--- src/design/rpea_pkg.sv ---
`timescale 1ns / 1ps
package rpea_pkg;

	localparam int FRAC_BITS_DEF       = 32;
	localparam int EXP_TABLE_DEPTH_DEF = 256;
	localparam int DATA_W              = 64;
	localparam int FIELD_W             = 49;
	localparam int FLOW_W              = 40;
	localparam int CFG_INDEX_W         = 2;
	localparam int SERIES_BITS         = 50;
	localparam int SERIES_TERMS        = 20;
	localparam int EXP_INT_LIMIT       = 48;
	localparam int MUL_DIGIT           = 16;
	localparam int MUL_STEPS           = DATA_W / MUL_DIGIT;

	localparam logic [DATA_W-1:0] SAT_MAG = {1'b0, {(DATA_W-1){1'b1}}};

	localparam logic [CFG_INDEX_W-1:0] REG_FLOW_PARAM  = CFG_INDEX_W'(0);
	localparam logic [CFG_INDEX_W-1:0] REG_PLAIN_DENOM = CFG_INDEX_W'(1);

	typedef enum logic [4:0] {
		OP_NONE, OP_LOAD, OP_ZERO, OP_DD, OP_XS, OP_ESET, OP_TAB0, OP_TAB1,
		OP_INTERP, OP_EPOW, OP_SD, OP_TP, OP_JE, OP_TT, OP_FAC, OP_JF,
		OP_DIVT, OP_DIVJ, OP_CONTRIB, OP_DBL, OP_ACC, OP_EMIT
	} op_t;

	typedef struct packed {
		op_t  op;
		logic start;
	} cmd_t;

	typedef struct packed {
		logic done;
		logic d_zero;
		logic plain;
		logic exp_big;
		logic n_zero;
		logic taylor;
		logic last;
		logic emit_ok;
	} stat_t;

	function automatic logic [DATA_W-1:0] abs64(logic signed [DATA_W-1:0] v);
		return v[DATA_W-1] ? DATA_W'(-v) : DATA_W'(v);
	endfunction

endpackage

--- src/design/rpea_ctrl.sv ---
`timescale 1ns / 1ps
module rpea_ctrl (
	input  logic             clk,
	input  logic             arst_n,
	input  logic             in_valid,
	input  rpea_pkg::stat_t  stat,
	output rpea_pkg::cmd_t   cmd,
	output logic             busy
);
	import rpea_pkg::*;

	typedef enum logic [4:0] {
		S_IDLE, S_CHECK, S_ZERO, S_DD, S_XS, S_ESET, S_TAB0, S_TAB1, S_INTERP,
		S_ECHK, S_EPOW, S_BR, S_SD, S_TP, S_JE, S_TT, S_FAC, S_JF, S_DIVT,
		S_DIVJ, S_CONTRIB, S_DBL, S_ACC, S_EMIT
	} state_t;

	state_t state_q, state_d;
	logic   start_q;
	op_t    op;

	function automatic logic uses_unit(state_t s);
		case (s)
			S_DD, S_XS, S_INTERP, S_EPOW, S_SD, S_TP, S_JE, S_TT, S_FAC, S_JF,
			S_DIVT, S_DIVJ, S_CONTRIB: return 1'b1;
			default: return 1'b0;
		endcase
	endfunction

	always_comb begin
		state_d = state_q;
		case (state_q)
			S_IDLE:    if (in_valid) state_d = S_CHECK;
			S_CHECK:   state_d = stat.d_zero ? S_ZERO : (stat.plain ? S_DIVJ : S_DD);
			S_ZERO:    state_d = S_CONTRIB;
			S_DD:      if (stat.done) state_d = S_XS;
			S_XS:      if (stat.done) state_d = S_ESET;
			S_ESET:    state_d = stat.exp_big ? S_BR : S_TAB0;
			S_TAB0:    state_d = S_TAB1;
			S_TAB1:    state_d = S_INTERP;
			S_INTERP:  if (stat.done) state_d = S_ECHK;
			S_ECHK:    state_d = stat.n_zero ? S_BR : S_EPOW;
			S_EPOW:    if (stat.done) state_d = S_ECHK;
			S_BR:      state_d = stat.taylor ? S_SD : S_FAC;
			S_SD:      if (stat.done) state_d = S_TP;
			S_TP:      if (stat.done) state_d = S_JE;
			S_JE:      if (stat.done) state_d = S_TT;
			S_TT:      if (stat.done) state_d = S_CONTRIB;
			S_FAC:     if (stat.done) state_d = S_JF;
			S_JF:      if (stat.done) state_d = S_DIVT;
			S_DIVT:    if (stat.done) state_d = S_CONTRIB;
			S_DIVJ:    if (stat.done) state_d = S_CONTRIB;
			S_CONTRIB: if (stat.done) state_d = S_DBL;
			S_DBL:     state_d = S_ACC;
			S_ACC:     state_d = stat.last ? S_EMIT : S_IDLE;
			S_EMIT:    if (stat.emit_ok) state_d = S_IDLE;
			default:   state_d = S_IDLE;
		endcase
	end

	always_comb begin
		case (state_q)
			S_IDLE:    op = in_valid ? OP_LOAD : OP_NONE;
			S_ZERO:    op = OP_ZERO;
			S_DD:      op = OP_DD;
			S_XS:      op = OP_XS;
			S_ESET:    op = OP_ESET;
			S_TAB0:    op = OP_TAB0;
			S_TAB1:    op = OP_TAB1;
			S_INTERP:  op = OP_INTERP;
			S_EPOW:    op = OP_EPOW;
			S_SD:      op = OP_SD;
			S_TP:      op = OP_TP;
			S_JE:      op = OP_JE;
			S_TT:      op = OP_TT;
			S_FAC:     op = OP_FAC;
			S_JF:      op = OP_JF;
			S_DIVT:    op = OP_DIVT;
			S_DIVJ:    op = OP_DIVJ;
			S_CONTRIB: op = OP_CONTRIB;
			S_DBL:     op = OP_DBL;
			S_ACC:     op = OP_ACC;
			S_EMIT:    op = OP_EMIT;
			default:   op = OP_NONE;
		endcase
	end

	// start pulses in the first cycle of every state that runs the multiplier or divider
	always_ff @(posedge clk or negedge arst_n) begin
		if (!arst_n) begin
			state_q <= S_IDLE;
			start_q <= 1'b0;
		end else begin
			state_q <= state_d;
			start_q <= uses_unit(state_d) && (state_d != state_q);
		end
	end

	assign cmd.op    = op;
	assign cmd.start = start_q;
	assign busy      = (state_q != S_IDLE);

endmodule
--- config.mk ---
export PLATFORM = sky130hd
export DESIGN_NAME = rpea_ctrl
export DESIGN_NICKNAME = d
export VERILOG_FILES = /design/src/design/rpea_pkg.sv /design/src/design/rpea_ctrl.sv
export SDC_FILE = /design/constraint.sdc
export NUM_CORES = 1
export LEC_CHECK = 0
export BUFFER_PORTS_ARGS = -buffer_cell sky130_fd_sc_hd__buf_2
export CAP_MARGIN = 0
export CORE_MARGIN = 2
export CORE_UTILIZATION = 30
export CTS_BUF_LIST = sky130_fd_sc_hd__clkbuf_4
export DETAILED_ROUTE_END_ITERATION = 7
export PLACE_DENSITY = 0.54
export SETUP_SLACK_MARGIN = 0.02
export SLEW_MARGIN = 5
export SYNTH_ARGS = -nofsm -noshare
export SYNTH_HDL_FRONTEND = slang
export SYNTH_SLANG_ARGS = --single-unit
--- constraint.sdc ---
create_clock -name clk -period 3.6 [get_ports clk]
set_input_delay 0.54 -clock clk [delete_from_list [all_inputs] [get_ports clk]]
set_output_delay 0.54 -clock clk [all_outputs]
set_load 0.05 [all_outputs]
# Word-level counts from Yosys, hierarchy flattened
# Memory sizes are Yosys's and may differ from the RTL's.
# Index checks and enable logic that the tools add are counted.
# W data, S select, Z words.
[word_totals] regBits=6 mem_bits_ro=32 inputBits=11 out_inout_bits=7 memories=1
[op_classes] eq_ne=24 mux=21 n_reduce_logical=5
[mem_list] name="(name not given)" depth=32 width=1 read_ports=1 rd_clocked_by_memory_dff=0 wr=0 line="rpea_ctrl.sv:23" text="case (s)"
[ops] cell="$pmux W5 S21" count=2
[ops] cell="$mux W5" count=16
[ops] cell="$eq A5 B4 Y1 const B" count=8
[ops] cell="$eq A5 B5 Y1 const B" count=8
[ops] cell="$eq A5 B3 Y1 const B" count=4
[ops] cell="$eq A5 B2 Y1 const B" count=2
[ops] cell="$eq A5 B1 Y1 const B" count=1
[ops] cell="$logic_not A5 Y1" count=1
[ops] cell="$ne A5 B5 Y1" count=1
[ops] cell="$reduce_bool A5 Y1" count=1
[ops] cell="$mux W4" count=1
[ops] cell="$reduce_or A3 Y1" count=1
[ops] cell="$mux W1" count=2
[ops] cell="$reduce_or A2 Y1" count=1
[ops] cell="$logic_and A1 B1 Y1" count=1

# Depth between registers and ports, before layout
[logic_depth] word_depth=5 depth_mapped=8 mapped_depth_nobuf=7

# Worst setup path before layout
# Ideal clock, no wire load.
[synth_path] path_type="reg2out" from="register state_q[3]" to="output cmd[3] (netlist bit)" arrival_ns=2.147 path_slack_ns=0.913 path_stages_with_launch=5 cell_sequence="dfrtp_1 -> buf_2 -> buf_2 -> or2_2 -> o21ai_0"
[synth_lines] element="from (decl)" line="rpea_ctrl.sv:18" text="state_t state_q, state_d;"
[synth_lines] element="from (signal assigned)" line="rpea_ctrl.sv:94" text="state_q <= state_d;"
[synth_lines] element="to (decl)" line="rpea_ctrl.sv:7" text="output rpea_pkg::cmd_t cmd,"

==> results summary <==
The flow ran to the end, and the final reports show no timing, DRC or antenna violations. The critical path class is reg2out. In this run, distinct cell masters in the synthesized netlist total 47. The number of nets with antenna violations after detailed routing came out at 0. For the worst setup path, the data required time is just over 3000 ps. The layout filler cell count is around 300.

The number of buffers created by CTS is 3. The switching power share of the total came out at 0.588. The number of optimization iterations in the first detailed-route pass came out at 4. The deepest level of the CTS H-tree came out at 1. The via count of the first global-routing pass is 800.

The initial antenna violation count is 0. After layout, the minimum clock period comes to 2470 ps. The signal on the critical path passes through nor3b_1 -> a21oi_1 -> nor3_1 -> a21oi_1 -> o22ai_1 -> buf_2. For the final routed database, the setup TNS stands at 0 ps.

The sum of net half-perimeters after detailed placement came out at between 1.5 and 2 mm. The synthesized instance count came out at about 130. The most common cell in the synthesized netlist is o21ai_0. The aggregate global routing overflow came out at 0. Across all hold checks on the routed design, the worst slack comes to about 100 ps. Together, buffers and inverters on the worst path number 1. The number of buffers added to fix hold violations after cts is 0. The post-synthesis sequential element count came out at 6. For this run, the leading register cell type out of synthesis is dfrtp_1. The wire length of the first global-routing pass came out at about 3.8 mm. On the critical path the largest part of the delay comes from flip-flops. The max-slew violation count came to 0.

In this run the worst setup path begins at state_q[1]. The aggregate global-route resource usage is 0.142. For this design the ratio of total power to cell area is approximately 1100 mW/mm².

The portion of the post-synthesis area used by sequential elements is 0.165. In this run the vertical extent of the chip is roughly 59 µm. The clock transition at the registers of the reported paths came out at ~50 ps. The area taken by multi-input logic gates is ~680 µm². In this run the critical register-to-register path is launched from state_q[1]. Summing all flip-flop and latch instances after layout gives around 150 µm². The count of port buffers added during placement came out at 17. The clock group share of total power came out at 0.058. The largest single stage delay on the critical path is ~650 ps.

In the post-synthesis netlist, the biggest area contributors are dfrtp_1 17%, nor2b_1 6.2%, o21ai_0 6.1%. In this run, synthesis inferred 0 flip-flops with an integrated enable. 18 I/O pins were placed. The starting utilization of the core area came out at 0.324. For this design, the slowest cell found on the critical path is dfrtp_1. The cell type with the highest aggregate area in the netlist is dfrtp_1. The power after layout is about 1.1 mW. The number of gates resized after CTS was 0. The post-route DRC violation count came out at 0. TritonCTS built the clock tree. STA classifies the critical path endpoint as an output pin. The part of the total power dissipated in combinational logic came out at 0.730.

The final setup violation count is 0. The routability congestion estimate came out at 0.837. The number of core rows came out at 19.

The total number of vias came out at 954. The portion of the clock cycle consumed by the worst path in the final layout came out at 0.687. Headroom to the max-slew limit came out at 0.495. For this design the total switching power over the nets is 0.619 mW.

The overall routed net length came out at about 2.4 mm. The number of diodes is 0. The die width came out at 59.0 µm.

The slew at the pin closest to its max-slew limit is roughly 760 ps. The end-of-flow core utilization is 0.357. Setup repair after global routing left no endpoint under its margin. The number of clock sinks is 6. Along the worst path, the maximum fanout reaches 26. The internal power came out at ~0.43 mW. The floorplan step defined a die boundary enclosing between 0.003 and 0.004 mm². The number of setup buffers added after CTS is 0. Counting instances in the post-synthesis netlist gives the leading cell types as 11 x o21ai_0, 9 x nor2_1, 9 x nor2b_1. The routed length per instance is between 10 and 15 µm. Data arrives at the worst endpoint at ~1900 ps. When the netlist entered floorplanning its net count stood at 137. The pin count of the biggest net entering global routing is 27.

Across the VDD grid, the largest voltage drop is between 400 and 500 µV. At the later pin of the worst-skew pair, clock insertion delay measures 250 ps. The area of the core came out at around 0.0028 mm².

The final setup skew came out at roughly 7.8 ps. The leakage power figure is around 0.42 nW. The signed area change from the synthesized netlist to the final layout is 10.2%. After synthesis, the share of flip-flops with an asynchronous set or reset is 1.00. For this block, the initial DRC count from the detailed router was 39. The post-synthesis instance area came out at around 910 µm².

The share of total power in sequential cells came out at 0.212. The number of buffers between clock root and the deepest sink is 2. By instance count, the cell type seen most on the critical path is a21oi_1. The clock tree root buffer cell is clkbuf_4.

The number of max-capacitance violations reported is 0. The maximum achievable frequency is 405 MHz. The detail-routed via count per cell came out at 5.75. The average size of a mapped cell is around 7.2 µm². The share of synthesized area in the top cell type comes to 0.165.

The path category of the worst min-delay check is in2async. In the final layout, the share of cells above drive strength 1 is 0.230. The worst setup path is launched from a flip-flop. The number of hold-slack violations in the final timing report was 0. The post-layout net count came out at ~150. The total number of yosys warnings came out at 0.
-- routing by layer --
metal | part of all wire | vias to the layer above | global-route usage
li1 | - | 491 | -
met1 | 0.48 | 436 | 0.214
met2 | 0.46 | 27 | 0.208
met3 | 0.059 | 0 | 0.0349
met4 | 0 | 0 | 0.0195
met5 | 0 | - | 0
-- cell usage in the layout, fill, tap and decap left out, types with 3 or more instances in the layout --
cell / Yosys / routed
nand2_1: 7 / 7
o21ai_0: 11 / 11
nand4_1: 3 / 3
inv_1: 7 / 7
buf_2: 7 / 17
o22ai_1: 3 / 3
a211oi_1: 3 / 3
nor2b_1: 9 / 9
a21oi_1: 4 / 4
nor2_1: 9 / 9
dfrtp_1: 6 / 6
clkbuf_4: 0 / 3
and3_1: 3 / 3
nor4_1: 3 / 3
nand2b_1: 4 / 4
or2_2: 4 / 4
-- registers in the layout (all words and copies together) (netlist names) --
register  count
start_q       1
state_q       5
-- cell type report --
class                      instances  share of cell area
multi-input combinational        102               0.677
sequential                         6               0.150
timing repair buffer              17              0.0850
tap                               31              0.0388
inverter                           7              0.0263
clock buffer                       3              0.0225
-- power groups by stage --
stage	Combinational, mW	Sequential [mW]	Clock (mW)
floorplan	0.736	0.115	0
global placement	0.759	0.220	0
detailed placement	0.766	0.222	0
CTS	0.769	0.221	0.0631
global route	0.832	0.235	0.0673
finish	0.767	0.223	0.0609
-- kinds of logic (layout without fill, tap and decap cells) --
| group | after synthesis | in the layout | synth area share |
|---|---|---|---|
| and+or+nand+nor | 59 | 59 | 0.393 |
| buffers and inverters | 18 | 27 | 0.0882 |
| AOI/OAI and AO/OA | 42 | 42 | 0.344 |
| DFF | 6 | 6 | 0.165 |
| xor gates and xnor gates | 1 | 1 | 0.00964 |
-- through the flow --
stage / area (µm²) / cells / worst slack [ps]
2_1_floorplan: 908 / 126 / 913
3_3_place_gp: 978 / 163 / 1330
3_5_place_dp: 978 / 163 / 1290
4_1_cts: 1000 / 166 / 1130
5_1_grt: 1000 / 166 / 921
6_report: 1000 / 166 / 1130
-- worst paths after layout --
path / cells past startpoint / endpoint / slack, ps
hold reg to reg: 2 / state_q[3] / 1010
setup / recovery: 6 / cmd[1] / 1130
setup reg to reg: 6 / start_q / 1260
hold / removal: 1 / state_q[2] / 100
min in group clk: 4 / state_q[4] / 820
max in group asynchronous: 1 / start_q / 3350
No activity file was read; power rests on OpenSTA's default activity.
